File: src/hdl/pcnl_pkg.sv
// Shared types, constants and helper functions for the periodic cell neighbour list.
package pcnl_pkg;

  // Field and register widths
  localparam int DIM_W    = 7;   // cells per axis, also coordinate width
  localparam int IDX_W    = 18;  // linear cell index
  localparam int NB_W     = 19;  // neighbour index, two's complement
  localparam int SLOT_W   = 5;
  localparam int ADDR_W   = 5;
  localparam int DATA_W   = 32;
  localparam int PLANE_W  = 2 * DIM_W - 1;    // nx*ny up to 64*64
  localparam int TOTAL_W  = PLANE_W + DIM_W;  // nx*ny*nz
  localparam int SUM_W    = TOTAL_W + 1;      // recomposed index with headroom

  // Grid limits
  localparam logic [DIM_W-1:0] MAX_CELLS_PER_AXIS = 7'd64;
  localparam int               NEIGHBORHOOD       = 27;
  localparam logic [SLOT_W-1:0] SLOT_LAST         = SLOT_W'(NEIGHBORHOOD - 1);
  localparam logic [NB_W-1:0]  NONE_CODE          = {NB_W{1'b1}};
  localparam logic [SUM_W-1:0] INDEX_LIMIT        = SUM_W'(262143);

  // Divider: bits retired per cycle and cycles per pass
  localparam int DIV_BITS  = 3;
  localparam int DIV_STEPS = IDX_W / DIV_BITS;
  localparam int STEP_W    = $clog2(DIV_STEPS);

  // Item queue depth between front and back
  localparam int QUEUE_DEPTH_DEF = 2;

  // Register map (word index)
  localparam logic [2:0] REG_CELLS_X = 3'd0;
  localparam logic [2:0] REG_CELLS_Y = 3'd1;
  localparam logic [2:0] REG_CELLS_Z = 3'd2;
  localparam logic [2:0] REG_WRAP_X  = 3'd3;
  localparam logic [2:0] REG_WRAP_Y  = 3'd4;
  localparam logic [2:0] REG_WRAP_Z  = 3'd5;

  // Offset codes along one axis: counter value minus one
  localparam logic [1:0] OFS_NEG  = 2'd0;
  localparam logic [1:0] OFS_ZERO = 2'd1;
  localparam logic [1:0] OFS_POS  = 2'd2;

  typedef enum logic [2:0] {
    FR_IDLE,
    FR_DIV_X,
    FR_DIV_Y,
    FR_DIV_Z,
    FR_PUSH
  } pcnl_front_state_t;

  typedef struct packed {
    logic [DIM_W-1:0] nx;
    logic [DIM_W-1:0] ny;
    logic [DIM_W-1:0] nz;
    logic             wx;
    logic             wy;
    logic             wz;
  } pcnl_cfg_t;

  // One classified item as handed from front to back
  typedef struct packed {
    logic             active;
    logic [IDX_W-1:0] centre;
    logic [DIM_W-1:0] cx;
    logic [DIM_W-1:0] cy;
    logic [DIM_W-1:0] cz;
  } pcnl_item_t;

  typedef struct packed {
    logic             ok;
    logic [DIM_W-1:0] p;
  } pcnl_axis_t;

  // Apply one offset on one axis; ok clear when it leaves an unwrapped grid
  function automatic pcnl_axis_t shift_axis(input logic [DIM_W-1:0] c,
                                            input logic [1:0]       d,
                                            input logic [DIM_W-1:0] n,
                                            input logic             wrap);
    logic [DIM_W:0] v;
    logic           lo;
    logic           hi;
    pcnl_axis_t     r;
    lo = (d == OFS_NEG) && (c == '0);
    unique case (d)
      OFS_NEG:  v = {1'b0, c} - (DIM_W+1)'(1);
      OFS_POS:  v = {1'b0, c} + (DIM_W+1)'(1);
      default:  v = {1'b0, c};
    endcase
    hi   = !lo && (v >= {1'b0, n});
    r.ok = wrap || (!lo && !hi);
    if (lo) begin
      r.p = n - DIM_W'(1);
    end else if (hi) begin
      r.p = DIM_W'(v - {1'b0, n});
    end else begin
      r.p = v[DIM_W-1:0];
    end
    return r;
  endfunction

  // Clamp a written cell count to the axis limit
  function automatic logic [DIM_W-1:0] sat_dim(input logic [DIM_W-1:0] v);
    return (v > MAX_CELLS_PER_AXIS) ? MAX_CELLS_PER_AXIS : v;
  endfunction

endpackage

File: src/hdl/pcnl_div.sv
// Iterative restoring divider, three quotient bits per cycle.
module pcnl_div (
  input  logic                          clk,
  input  logic                          rst_n,
  input  logic                          start,
  input  logic [pcnl_pkg::IDX_W-1:0]    dividend,
  input  logic [pcnl_pkg::DIM_W-1:0]    divisor,
  output logic                          done,
  output logic [pcnl_pkg::IDX_W-1:0]    quotient,
  output logic [pcnl_pkg::DIM_W-1:0]    remainder
);

  logic [pcnl_pkg::IDX_W-1:0]  quo_r, quo_nxt;
  logic [pcnl_pkg::DIM_W-1:0]  rem_r, rem_nxt;
  logic [pcnl_pkg::DIM_W-1:0]  dvs_r;
  logic [pcnl_pkg::STEP_W-1:0] cnt_r;
  logic                        run_r;
  logic                        done_r;

  // Three dependent shift-subtract steps on the partial remainder
  always_comb begin
    logic [pcnl_pkg::DIM_W:0]   t;
    logic [pcnl_pkg::DIM_W-1:0] r;
    logic [pcnl_pkg::IDX_W-1:0] q;
    r = rem_r;
    q = quo_r;
    for (int k = 0; k < pcnl_pkg::DIV_BITS; k++) begin
      t = {r, q[pcnl_pkg::IDX_W-1]};
      q = {q[pcnl_pkg::IDX_W-2:0], 1'b0};
      if (t >= {1'b0, dvs_r}) begin
        t    = t - {1'b0, dvs_r};
        q[0] = 1'b1;
      end
      r = t[pcnl_pkg::DIM_W-1:0];
    end
    quo_nxt = q;
    rem_nxt = r;
  end

  // Control
  always_ff @(posedge clk) begin
    if (!rst_n) begin
      run_r  <= 1'b0;
      done_r <= 1'b0;
      cnt_r  <= '0;
    end else begin
      done_r <= 1'b0;
      if (start) begin
        run_r <= 1'b1;
        cnt_r <= pcnl_pkg::STEP_W'(pcnl_pkg::DIV_STEPS - 1);
      end else if (run_r) begin
        if (cnt_r == '0) begin
          run_r  <= 1'b0;
          done_r <= 1'b1;
        end else begin
          cnt_r <= cnt_r - pcnl_pkg::STEP_W'(1);
        end
      end
    end
  end

  // Datapath
  always_ff @(posedge clk) begin
    if (start) begin
      quo_r <= dividend;
      rem_r <= '0;
      dvs_r <= divisor;
    end else if (run_r) begin
      quo_r <= quo_nxt;
      rem_r <= rem_nxt;
    end
  end

  assign done      = done_r;
  assign quotient  = quo_r;
  assign remainder = rem_r;

endmodule

File: src/hdl/pcnl_front.sv
// Front end: accepts a cell index and splits it into x, y and z coordinates.
module pcnl_front (
  input  logic                          clk,
  input  logic                          rst_n,
  input  pcnl_pkg::pcnl_cfg_t           cfg,
  input  logic                          start,
  output logic                          busy,
  input  logic [pcnl_pkg::IDX_W-1:0]    in_cell_index,
  input  logic                          q_full,
  output logic                          q_push,
  output pcnl_pkg::pcnl_item_t          q_item
);

  pcnl_pkg::pcnl_front_state_t state_r, state_nxt;

  logic                         active_r;
  logic [pcnl_pkg::IDX_W-1:0]   cell_r;
  logic [pcnl_pkg::DIM_W-1:0]   cx_r, cy_r, czs_r, czm_r;

  logic                         accept;
  logic                         active_now;
  logic                         div_start;
  logic [pcnl_pkg::IDX_W-1:0]   div_dividend;
  logic [pcnl_pkg::DIM_W-1:0]   div_divisor;
  logic                         div_done;
  logic [pcnl_pkg::IDX_W-1:0]   div_quotient;
  logic [pcnl_pkg::DIM_W-1:0]   div_remainder;

  assign active_now = (cfg.nx != '0) && (cfg.ny != '0) && (cfg.nz != '0);

  pcnl_div u_div (
    .clk       (clk),
    .rst_n     (rst_n),
    .start     (div_start),
    .dividend  (div_dividend),
    .divisor   (div_divisor),
    .done      (div_done),
    .quotient  (div_quotient),
    .remainder (div_remainder)
  );

  // Next state
  always_comb begin
    state_nxt = state_r;
    unique case (state_r)
      pcnl_pkg::FR_IDLE: begin
        if (start) begin
          state_nxt = active_now ? pcnl_pkg::FR_DIV_X : pcnl_pkg::FR_PUSH;
        end
      end
      pcnl_pkg::FR_DIV_X: begin
        if (div_done) state_nxt = pcnl_pkg::FR_DIV_Y;
      end
      pcnl_pkg::FR_DIV_Y: begin
        if (div_done) state_nxt = pcnl_pkg::FR_DIV_Z;
      end
      pcnl_pkg::FR_DIV_Z: begin
        if (div_done) state_nxt = pcnl_pkg::FR_PUSH;
      end
      pcnl_pkg::FR_PUSH: begin
        if (!q_full) begin
          if (start) begin
            state_nxt = active_now ? pcnl_pkg::FR_DIV_X : pcnl_pkg::FR_PUSH;
          end else begin
            state_nxt = pcnl_pkg::FR_IDLE;
          end
        end
      end
      default: state_nxt = pcnl_pkg::FR_IDLE;
    endcase
  end

  // Outputs: handshake, queue push and divider operands
  always_comb begin
    busy         = 1'b1;
    q_push       = 1'b0;
    div_dividend = in_cell_index;
    div_divisor  = cfg.nx;
    unique case (state_r)
      pcnl_pkg::FR_IDLE: begin
        busy = 1'b0;
      end
      pcnl_pkg::FR_DIV_X: begin
        div_dividend = div_quotient;
        div_divisor  = cfg.ny;
      end
      pcnl_pkg::FR_DIV_Y: begin
        div_dividend = div_quotient;
        div_divisor  = cfg.nz;
      end
      pcnl_pkg::FR_PUSH: begin
        busy   = q_full;
        q_push = !q_full;
      end
      default: busy = 1'b1;
    endcase
    accept    = start && !busy;
    div_start = (accept && active_now) ||
                (div_done && (state_r == pcnl_pkg::FR_DIV_X ||
                              state_r == pcnl_pkg::FR_DIV_Y));
  end

  always_ff @(posedge clk) begin
    if (!rst_n) begin
      state_r <= pcnl_pkg::FR_IDLE;
    end else begin
      state_r <= state_nxt;
    end
  end

  // Coordinate registers
  always_ff @(posedge clk) begin
    if (accept) begin
      cell_r   <= in_cell_index;
      active_r <= active_now;
      cx_r     <= '0;
      cy_r     <= '0;
      czs_r    <= '0;
      czm_r    <= '0;
    end else if (div_done) begin
      unique case (state_r)
        pcnl_pkg::FR_DIV_X: cx_r <= div_remainder;
        pcnl_pkg::FR_DIV_Y: begin
          cy_r  <= div_remainder;
          // z beyond any legal size saturates, comparisons stay exact
          czs_r <= (|div_quotient[pcnl_pkg::IDX_W-1:pcnl_pkg::DIM_W]) ?
                   {pcnl_pkg::DIM_W{1'b1}} : div_quotient[pcnl_pkg::DIM_W-1:0];
        end
        pcnl_pkg::FR_DIV_Z: czm_r <= div_remainder;
        default: ;
      endcase
    end
  end

  // Item for the back end: wrapped z uses the reduced coordinate
  always_comb begin
    q_item.active = active_r;
    q_item.centre = cell_r;
    q_item.cx     = cx_r;
    q_item.cy     = cy_r;
    q_item.cz     = cfg.wz ? czm_r : czs_r;
  end

endmodule

File: src/hdl/pcnl_queue.sv
// Short item queue between front and back ends.
module pcnl_queue #(
  parameter int DEPTH = pcnl_pkg::QUEUE_DEPTH_DEF
) (
  input  logic                  clk,
  input  logic                  rst_n,
  input  logic                  push,
  input  pcnl_pkg::pcnl_item_t  push_item,
  output logic                  full,
  input  logic                  pop,
  output logic                  head_valid,
  output pcnl_pkg::pcnl_item_t  head_item
);

  localparam int PTR_W = (DEPTH > 1) ? $clog2(DEPTH) : 1;
  localparam int CNT_W = $clog2(DEPTH + 1);
  localparam logic [PTR_W-1:0] PTR_LAST = PTR_W'(DEPTH - 1);

  pcnl_pkg::pcnl_item_t entry_r [DEPTH];
  logic [PTR_W-1:0] wr_ptr_r, rd_ptr_r;
  logic [CNT_W-1:0] cnt_r;

  assign full       = (cnt_r == CNT_W'(DEPTH));
  assign head_valid = (cnt_r != '0);
  assign head_item  = entry_r[rd_ptr_r];

  // Pointers and fill count
  always_ff @(posedge clk) begin
    if (!rst_n) begin
      wr_ptr_r <= '0;
      rd_ptr_r <= '0;
      cnt_r    <= '0;
    end else begin
      if (push) wr_ptr_r <= (wr_ptr_r == PTR_LAST) ? '0 : wr_ptr_r + PTR_W'(1);
      if (pop)  rd_ptr_r <= (rd_ptr_r == PTR_LAST) ? '0 : rd_ptr_r + PTR_W'(1);
      if (push && !pop) begin
        cnt_r <= cnt_r + CNT_W'(1);
      end else if (pop && !push) begin
        cnt_r <= cnt_r - CNT_W'(1);
      end
    end
  end

  // Storage
  always_ff @(posedge clk) begin
    if (push) entry_r[wr_ptr_r] <= push_item;
  end

endmodule

File: src/hdl/pcnl_back.sv
// Back end: walks the 27 offsets of an item and recomposes neighbour indices.
module pcnl_back (
  input  logic                            clk,
  input  logic                            rst_n,
  input  pcnl_pkg::pcnl_cfg_t             cfg,
  input  logic                            q_valid,
  input  pcnl_pkg::pcnl_item_t            q_item,
  output logic                            q_pop,
  output logic                            out_valid,
  output logic [pcnl_pkg::SLOT_W-1:0]     out_slot,
  output logic signed [pcnl_pkg::NB_W-1:0] out_neighbor_index,
  output logic                            out_index_error,
  output logic                            out_last
);

  // Offset walker
  logic [1:0]                  dx_r, dy_r, dz_r;
  logic [pcnl_pkg::SLOT_W-1:0] slot_r;
  logic                        slot_last;

  // Grid sizes, recomputed from the registers
  logic [pcnl_pkg::PLANE_W-1:0] plane_r;
  logic [pcnl_pkg::TOTAL_W-1:0] total_r;

  // Stage 1: per-axis neighbour coordinates
  logic                         s1_v_r, s1_last_r, s1_ok_r;
  logic [pcnl_pkg::SLOT_W-1:0]  s1_slot_r;
  logic [pcnl_pkg::IDX_W-1:0]   s1_cell_r;
  logic [pcnl_pkg::DIM_W-1:0]   s1_px_r, s1_py_r, s1_pz_r;

  // Stage 2: partial products
  logic                         s2_v_r, s2_last_r, s2_ok_r;
  logic [pcnl_pkg::SLOT_W-1:0]  s2_slot_r;
  logic [pcnl_pkg::IDX_W-1:0]   s2_cell_r;
  logic [pcnl_pkg::TOTAL_W-1:0] s2_pzp_r;
  logic [pcnl_pkg::DIM_W*2-1:0] s2_pyn_r;
  logic [pcnl_pkg::DIM_W-1:0]   s2_px_r;

  // Output stage
  logic                          out_valid_r, out_last_r, out_err_r;
  logic [pcnl_pkg::SLOT_W-1:0]   out_slot_r;
  logic [pcnl_pkg::NB_W-1:0]     out_nb_r;

  pcnl_pkg::pcnl_axis_t ax, ay, az;
  logic [pcnl_pkg::SUM_W-1:0] idx;
  logic                       err_nxt;
  logic [pcnl_pkg::NB_W-1:0]  nb_nxt;

  assign slot_last = (slot_r == pcnl_pkg::SLOT_LAST);
  assign q_pop     = q_valid && slot_last;

  always_ff @(posedge clk) begin
    plane_r <= pcnl_pkg::PLANE_W'(cfg.nx) * pcnl_pkg::PLANE_W'(cfg.ny);
    total_r <= pcnl_pkg::TOTAL_W'(plane_r) * pcnl_pkg::TOTAL_W'(cfg.nz);
  end

  // Offset counters: x fastest, then y, then z
  always_ff @(posedge clk) begin
    if (!rst_n) begin
      dx_r   <= pcnl_pkg::OFS_NEG;
      dy_r   <= pcnl_pkg::OFS_NEG;
      dz_r   <= pcnl_pkg::OFS_NEG;
      slot_r <= '0;
    end else if (q_valid) begin
      if (slot_last) begin
        dx_r   <= pcnl_pkg::OFS_NEG;
        dy_r   <= pcnl_pkg::OFS_NEG;
        dz_r   <= pcnl_pkg::OFS_NEG;
        slot_r <= '0;
      end else begin
        slot_r <= slot_r + pcnl_pkg::SLOT_W'(1);
        if (dx_r != pcnl_pkg::OFS_POS) begin
          dx_r <= dx_r + 2'd1;
        end else begin
          dx_r <= pcnl_pkg::OFS_NEG;
          if (dy_r != pcnl_pkg::OFS_POS) begin
            dy_r <= dy_r + 2'd1;
          end else begin
            dy_r <= pcnl_pkg::OFS_NEG;
            dz_r <= dz_r + 2'd1;
          end
        end
      end
    end
  end

  assign ax = pcnl_pkg::shift_axis(q_item.cx, dx_r, cfg.nx, cfg.wx);
  assign ay = pcnl_pkg::shift_axis(q_item.cy, dy_r, cfg.ny, cfg.wy);
  assign az = pcnl_pkg::shift_axis(q_item.cz, dz_r, cfg.nz, cfg.wz);

  // Valid bits of the pipeline
  always_ff @(posedge clk) begin
    if (!rst_n) begin
      s1_v_r      <= 1'b0;
      s2_v_r      <= 1'b0;
      out_valid_r <= 1'b0;
    end else begin
      s1_v_r      <= q_valid;
      s2_v_r      <= s1_v_r;
      out_valid_r <= s2_v_r;
    end
  end

  // Stage 1 and stage 2 payload
  always_ff @(posedge clk) begin
    s1_slot_r <= slot_r;
    s1_last_r <= slot_last;
    s1_ok_r   <= q_item.active && ax.ok && ay.ok && az.ok;
    s1_cell_r <= q_item.centre;
    s1_px_r   <= ax.p;
    s1_py_r   <= ay.p;
    s1_pz_r   <= az.p;

    s2_slot_r <= s1_slot_r;
    s2_last_r <= s1_last_r;
    s2_ok_r   <= s1_ok_r;
    s2_cell_r <= s1_cell_r;
    s2_pzp_r  <= pcnl_pkg::TOTAL_W'(s1_pz_r) * pcnl_pkg::TOTAL_W'(plane_r);
    s2_pyn_r  <= (pcnl_pkg::DIM_W*2)'(s1_py_r) * (pcnl_pkg::DIM_W*2)'(cfg.nx);
    s2_px_r   <= s1_px_r;
  end

  // Sum, range check and self check
  always_comb begin
    idx     = pcnl_pkg::SUM_W'(s2_pzp_r) + pcnl_pkg::SUM_W'(s2_pyn_r) +
              pcnl_pkg::SUM_W'(s2_px_r);
    err_nxt = s2_ok_r && ((idx >= pcnl_pkg::SUM_W'(total_r)) ||
                          (idx > pcnl_pkg::INDEX_LIMIT));
    if (s2_ok_r && !err_nxt && (idx != pcnl_pkg::SUM_W'(s2_cell_r))) begin
      nb_nxt = idx[pcnl_pkg::NB_W-1:0];
    end else begin
      nb_nxt = pcnl_pkg::NONE_CODE;
    end
  end

  always_ff @(posedge clk) begin
    out_slot_r <= s2_slot_r;
    out_last_r <= s2_last_r;
    out_err_r  <= err_nxt;
    out_nb_r   <= nb_nxt;
  end

  assign out_valid          = out_valid_r;
  assign out_slot           = out_slot_r;
  assign out_neighbor_index = out_nb_r;
  assign out_index_error    = out_err_r;
  assign out_last           = out_last_r;

endmodule

File: src/hdl/periodic_cell_neighbor_list.sv
// Top level of the periodic 27-neighbour cell list with its register port.
//
// Each accepted cell index yields 27 results on consecutive cycles, slot 0 to
// 26 with x fastest, each shown for one cycle under out_valid; the receiver
// cannot stall, so results must be taken as they appear. The sustained rate is
// set by the back end, which emits one neighbour per cycle while the queue holds an item.
// The front end splits the index with a shared divider retiring three bits a
// cycle over three passes (x, y, then z), so it runs ahead of the back end and
// busy only stays high while it divides or the item queue is full. The first
// result of an item comes through the three divider passes, the item queue,
// back-end stages 1 and 2 and the output register. Write the grid registers only
// while the block is idle.
module periodic_cell_neighbor_list #(
  parameter int QUEUE_DEPTH = pcnl_pkg::QUEUE_DEPTH_DEF  // 1 to 16
) (
  input  logic                             clk,
  input  logic                             rst_n,
  // Command channel
  input  logic                             start,
  output logic                             busy,
  input  logic [pcnl_pkg::IDX_W-1:0]       in_cell_index,
  // Results
  output logic                             out_valid,
  output logic [pcnl_pkg::SLOT_W-1:0]      out_slot,
  output logic signed [pcnl_pkg::NB_W-1:0] out_neighbor_index,
  output logic                             out_index_error,
  output logic                             out_last,
  // Register port
  input  logic                             psel,
  input  logic                             penable,
  input  logic                             pwrite,
  input  logic [pcnl_pkg::ADDR_W-1:0]      paddr,
  input  logic [pcnl_pkg::DATA_W-1:0]      pwdata,
  output logic [pcnl_pkg::DATA_W-1:0]      prdata,
  output logic                             pready
);

  pcnl_pkg::pcnl_cfg_t  cfg_r;
  pcnl_pkg::pcnl_item_t push_item, head_item;
  logic                 cfg_wr;
  logic [2:0]           cfg_sel;
  logic                 q_full, q_push, q_pop, q_valid;

  // Register writes
  assign pready  = 1'b1;
  assign cfg_wr  = psel && penable && pwrite;
  assign cfg_sel = paddr[4:2];

  always_ff @(posedge clk) begin
    if (!rst_n) begin
      cfg_r.nx <= pcnl_pkg::DIM_W'(1);
      cfg_r.ny <= pcnl_pkg::DIM_W'(1);
      cfg_r.nz <= pcnl_pkg::DIM_W'(1);
      cfg_r.wx <= 1'b0;
      cfg_r.wy <= 1'b0;
      cfg_r.wz <= 1'b0;
    end else if (cfg_wr) begin
      unique case (cfg_sel)
        pcnl_pkg::REG_CELLS_X: cfg_r.nx <= pcnl_pkg::sat_dim(pwdata[pcnl_pkg::DIM_W-1:0]);
        pcnl_pkg::REG_CELLS_Y: cfg_r.ny <= pcnl_pkg::sat_dim(pwdata[pcnl_pkg::DIM_W-1:0]);
        pcnl_pkg::REG_CELLS_Z: cfg_r.nz <= pcnl_pkg::sat_dim(pwdata[pcnl_pkg::DIM_W-1:0]);
        pcnl_pkg::REG_WRAP_X:  cfg_r.wx <= pwdata[0];
        pcnl_pkg::REG_WRAP_Y:  cfg_r.wy <= pwdata[0];
        pcnl_pkg::REG_WRAP_Z:  cfg_r.wz <= pwdata[0];
        default: ;
      endcase
    end
  end

  // Register reads
  always_comb begin
    prdata = '0;
    unique case (cfg_sel)
      pcnl_pkg::REG_CELLS_X: prdata = pcnl_pkg::DATA_W'(cfg_r.nx);
      pcnl_pkg::REG_CELLS_Y: prdata = pcnl_pkg::DATA_W'(cfg_r.ny);
      pcnl_pkg::REG_CELLS_Z: prdata = pcnl_pkg::DATA_W'(cfg_r.nz);
      pcnl_pkg::REG_WRAP_X:  prdata = pcnl_pkg::DATA_W'(cfg_r.wx);
      pcnl_pkg::REG_WRAP_Y:  prdata = pcnl_pkg::DATA_W'(cfg_r.wy);
      pcnl_pkg::REG_WRAP_Z:  prdata = pcnl_pkg::DATA_W'(cfg_r.wz);
      default:               prdata = '0;
    endcase
  end

  pcnl_front u_front (
    .clk           (clk),
    .rst_n         (rst_n),
    .cfg           (cfg_r),
    .start         (start),
    .busy          (busy),
    .in_cell_index (in_cell_index),
    .q_full        (q_full),
    .q_push        (q_push),
    .q_item        (push_item)
  );

  pcnl_queue #(
    .DEPTH (QUEUE_DEPTH)
  ) u_queue (
    .clk        (clk),
    .rst_n      (rst_n),
    .push       (q_push),
    .push_item  (push_item),
    .full       (q_full),
    .pop        (q_pop),
    .head_valid (q_valid),
    .head_item  (head_item)
  );

  pcnl_back u_back (
    .clk                (clk),
    .rst_n              (rst_n),
    .cfg                (cfg_r),
    .q_valid            (q_valid),
    .q_item             (head_item),
    .q_pop              (q_pop),
    .out_valid          (out_valid),
    .out_slot           (out_slot),
    .out_neighbor_index (out_neighbor_index),
    .out_index_error    (out_index_error),
    .out_last           (out_last)
  );

endmodule
File: config.mk
export PLATFORM = sky130hd
export DESIGN_NAME = periodic_cell_neighbor_list
export DESIGN_NICKNAME = d
export VERILOG_FILES = /design/src/hdl/pcnl_pkg.sv /design/src/hdl/pcnl_div.sv /design/src/hdl/pcnl_front.sv /design/src/hdl/pcnl_queue.sv /design/src/hdl/pcnl_back.sv /design/src/hdl/periodic_cell_neighbor_list.sv
export SDC_FILE = /design/constraint.sdc
export NUM_CORES = 1
export LEC_CHECK = 0
export BUFFER_PORTS_ARGS = -buffer_cell sky130_fd_sc_hd__buf_2
export CORE_MARGIN = 2
export CORE_UTILIZATION = 60
export CTS_BUF_LIST = sky130_fd_sc_hd__clkbuf_8 sky130_fd_sc_hd__clkbuf_16
export DETAILED_ROUTE_END_ITERATION = 6
export HOLD_SLACK_MARGIN = 0.1
export MAX_ROUTING_LAYER = met4
export PLACE_DENSITY = 0.79
export SYNTH_ARGS = -nofsm -noshare
export SYNTH_HDL_FRONTEND = slang
export SYNTH_SLANG_ARGS = --single-unit
File: constraint.sdc
create_clock -name clk -period 8.45 [get_ports clk]
set_input_delay 2.1125 -clock clk [delete_from_list [all_inputs] [get_ports clk]]
set_output_delay 2.1125 -clock clk [all_outputs]
set_load 0.05 [all_outputs]
==> key figures <==
Setup path
  • Worst EP arrival: 7.56 ns
  • Startpoint types: flop
  • Slowest CP cell: a21oi_1
  • CP Capture Type: flop
  • Delay of the slowest cell on the worst path: around 0.61 ns
  • Crit-path most repeated cell: o21ai_0
  • Critical path class: reg2reg
  • Worst path required time: approximately 9 ns
  • Number of buffers and inverters on the critical path: 3
  • Family with the most delay on the worst path: compound AO/OA/AOI/OAI gates
  • Worst Path Max Fanout: 13
  • Flop2flop setup slack: 1.41 ns

Clock network
  • Post-CTS Hold Buffers: 0
  • Post-CTS Resized: 0
  • H-tree depth: 2
  • Clk buf depth: 3
  • Clock Latency Late Sink: about 0.60 ns
  • Clk slew on worst S/H paths: 0.07 ns
  • Clock net sink count: roughly 380
  • CTS tree: done
  • Post-CTS Setup Bufs: 0
  • Cts bufs inserted: 41
  • CTS Root Cell: clkbuf_16

Floorplan
  • I/O pins: roughly 120
  • Die Ht: 213 microns
  • Num rows: 76
  • Die Wd: 213 microns
  • Die area: 45200 sq um
  • Initial Util: 0.607
  • Core ar.: around 43000 sq um

Cells and area
  • Nets@finish: 3163
  • Final Instance Count excl. Fillers: 3298
  • # fillers: 3339
  • Fin util: 0.654
  • Layout cells sized above 1: 0.0855
  • Area grow syn2layout: 7.76%

STA
  • Fin crit period: roughly 7.0 ns
  • Max-slew headroom: 0.193
  • RSZ-0062 raised after global routing: false
  • Final setup fails: 0
  • Setup TNS: 0 ns
  • Final hold vios: 0
  • Max Fclk: roughly 140 MHz
  • Tcrit/Tclk final: 0.833
  • Clock Skew: about 0.042 ns
  • Slew @ Worst Pin: 1.20 ns
  • Slew Limit Fails: 0

Detailed routing
  • Residual DRC count: 0
  • Detailed-route via count: 18.5k
  • Routed length on met1: 24400 microns
  • DR pass1 iterations: 6
  • DR top layer: met4
  • Vias per cell: 5.60
  • Met2 WL post-DR: 28400 microns
  • Drt total wl: 58100 microns
  • DR iter-0 viols: roughly 1.3k
  • Wire per inst: ~18 microns
  • Post-route ant nets: 0
  • WL met3: 3550 microns

Yosys
  • Register bit total from synthesis: around 380
  • Xor/xnor cell area share of the yosys netlist: 0.0549
  • Distinct cells, synth: 80
  • Gate Count Post-Synth: 2666
  • Synth warnings: 0
  • Adder-cell share of the synthesized area: 0.252
  • Synthesized area: 26100 sq um
  • EDFF count, synth: 124
  • Mux contribution to synthesized area: 0.0515
  • Seq/Total Area, Yosys: 0.340
  • Largest family of logic cells by synthesized area: adder cells
  • Ys flop type: dfxtp_1
  • Fraction of registers with async set/reset: 0
  • Compound-Gate Fraction of Synth Area: 0.0943
  • Post-Synth Simple-Gate Area: 0.141
  • Syn Area/Cell: ~10 sq um

Run status
  • Status: finished, final reports clean

Power and ir drop
  • Int Pwr: 3.68 mW
  • Combinational fraction of design power: 0.286
  • Register share of total power: 0.380
  • Leak Pwr: 12.8 nW
  • Max IR drop VDD: 0.281 mV
  • Clk network pwr share: 0.334
  • Switch share: 0.320
  • PwrDens: 193 nW/um^2
  • Switching pwr: about 1.7 mW

Hold path
  • Hold Path Class: reg2reg

Global routing
  • First-pass GRT wire length: 95100 microns
  • All-Layer GR Usage: 0.274
  • Initial antenna violation count: 1
  • Largest net degree at the start of global routing: 46
  • GR Overflow Total: 0
  • Vias in the first global route: 19.1k

Place
  • Hpwl dp: 44400 microns
  • Port Buf Inserts: 68
  • Placed cells: ~3.2k
  • Placer's final routability congestion estimate: 0.940

Job
  • Total of max-cap violations: 0
==> synth_stat cells, drive strengths merged, types with 6 or more instances <==
master  count  area [sq um]
a211oi     25           188
o21a       15           113
or3         8          50.1
nor2b      47           294
o21bai     31           233
buf        43           299
nor4       13           109
a21o       35           263
nand3      35           175
a31oi      10          62.6
a21oi     109           557
o221a       8          90.1
xnor2     106           928
inv       293          1100
dfxtp     257          5140
mux2       43           484
nand2     336          1270
o31ai       6          45.0
and2       89           557
clkbuf     89           334
edfxtp    124          3720
o21ai      76           392
a22oi      10          75.1
nor2      142           533
nor3       45           230
nand4      15          93.8
o211ai      7          52.6
fa        172          3440
xor2       47           412
nand2b     24           165
a21boi      6          45.0
mux2i      86           861
ha        251          3140
==> worst paths after layout <==
kind | end | start | depth (start not counted)
setup / recovery | u_front.u_div.remainder[1] | u_front.u_div.quotient[17] | 27
hold / removal | u_back.out_slot[3] | u_back.s2_slot_r[3] | 0
setup reg to reg | u_front.u_div.remainder[1] | u_front.u_div.quotient[17] | 27
hold reg to reg | u_back.out_slot[3] | u_back.s2_slot_r[3] | 0
==> logic make-up after synthesis <==
group                      after synthesis
other                                    2
adders and majority gates              423
DFF                                    381
xor gates and xnor gates               157
muxes                                  129
and+or+nand+nor                        777
buffers and inverters                  425
AOI/OAI and AO/OA                      372
==> state kept, by name, indices dropped and copies added (netlist names), 13 cells and up, named ones only <==
name	cells
u_back.out_neighbor_index	19
u_back.s1_cell_r	18
u_back.total_r	20
u_back.s2_pzp_r	20
u_front.cell_r	18
cfg_r	24
u_back.s2_cell_r	18
u_queue.entry_r	80
u_back.plane_r	13
u_front.u_div.quotient	18
u_back.s2_pyn_r	14
==> final cells by class <==
type / instances / area, sq um / area share
multi-input combinational: 1884 / 15600 / 0.555
sequential: 381 / 8870 / 0.315
inverter: 293 / 1100 / 0.0391
clock buffer: 46 / 1090 / 0.0389
tap: 585 / 732 / 0.0260
timing repair buffer: 78 / 415 / 0.0148
clock inverter: 30 / 303 / 0.0108
antenna: 1 / 2.50 / 0.0000890
==> layer usage <==
metal | up-vias | GRT usage
li1 | 8867 | -
met1 | 8927 | 0.335
met2 | 557 | 0.466
met3 | 121 | 0.0418
met4 | 0 | 0.0926
met5 | - | -
==> through the flow <==
stage | hold slack, ns | cell area, sq um | setup slack (ns) | power [mW]
after floorplan | 0.310 | 26200 | 2.43 | 3.31
after global placement | 0.313 | 26700 | 1.64 | 3.57
after detailed placement | 0.312 | 26700 | 1.62 | 3.61
after CTS | 0.326 | 28100 | 1.52 | 5.42
after global routing | 0.331 | 28100 | 0.849 | 5.69
final | 0.325 | 28100 | 1.41 | 5.42
==> cell usage in the layout, fill, tap and decap left out, types with 68 or more instances in the layout <==
cell | synthesis | layout
buf_2 | 5 | 68
xnor2_1 | 106 | 106
dfxtp_1 | 257 | 256
edfxtp_1 | 124 | 124
ha_1 | 251 | 251
a21oi_1 | 108 | 108
mux2i_1 | 86 | 86
inv_1 | 292 | 305
nand2_1 | 334 | 334
fa_1 | 172 | 172
nor2_1 | 142 | 142
and2_1 | 88 | 87
==> power by group through the flow <==
stage / Combinational [mW] / Sequential [mW] / Clock [mW]
after floorplan: 1.25 / 2.05 / 0
after global placement: 1.48 / 2.09 / 0
after detailed placement: 1.51 / 2.09 / 0
after CTS: 1.53 / 2.06 / 1.84
after global routing: 1.71 / 2.07 / 1.91
final: 1.55 / 2.06 / 1.81
Note: power is estimated with default switching activity, not from simulation.
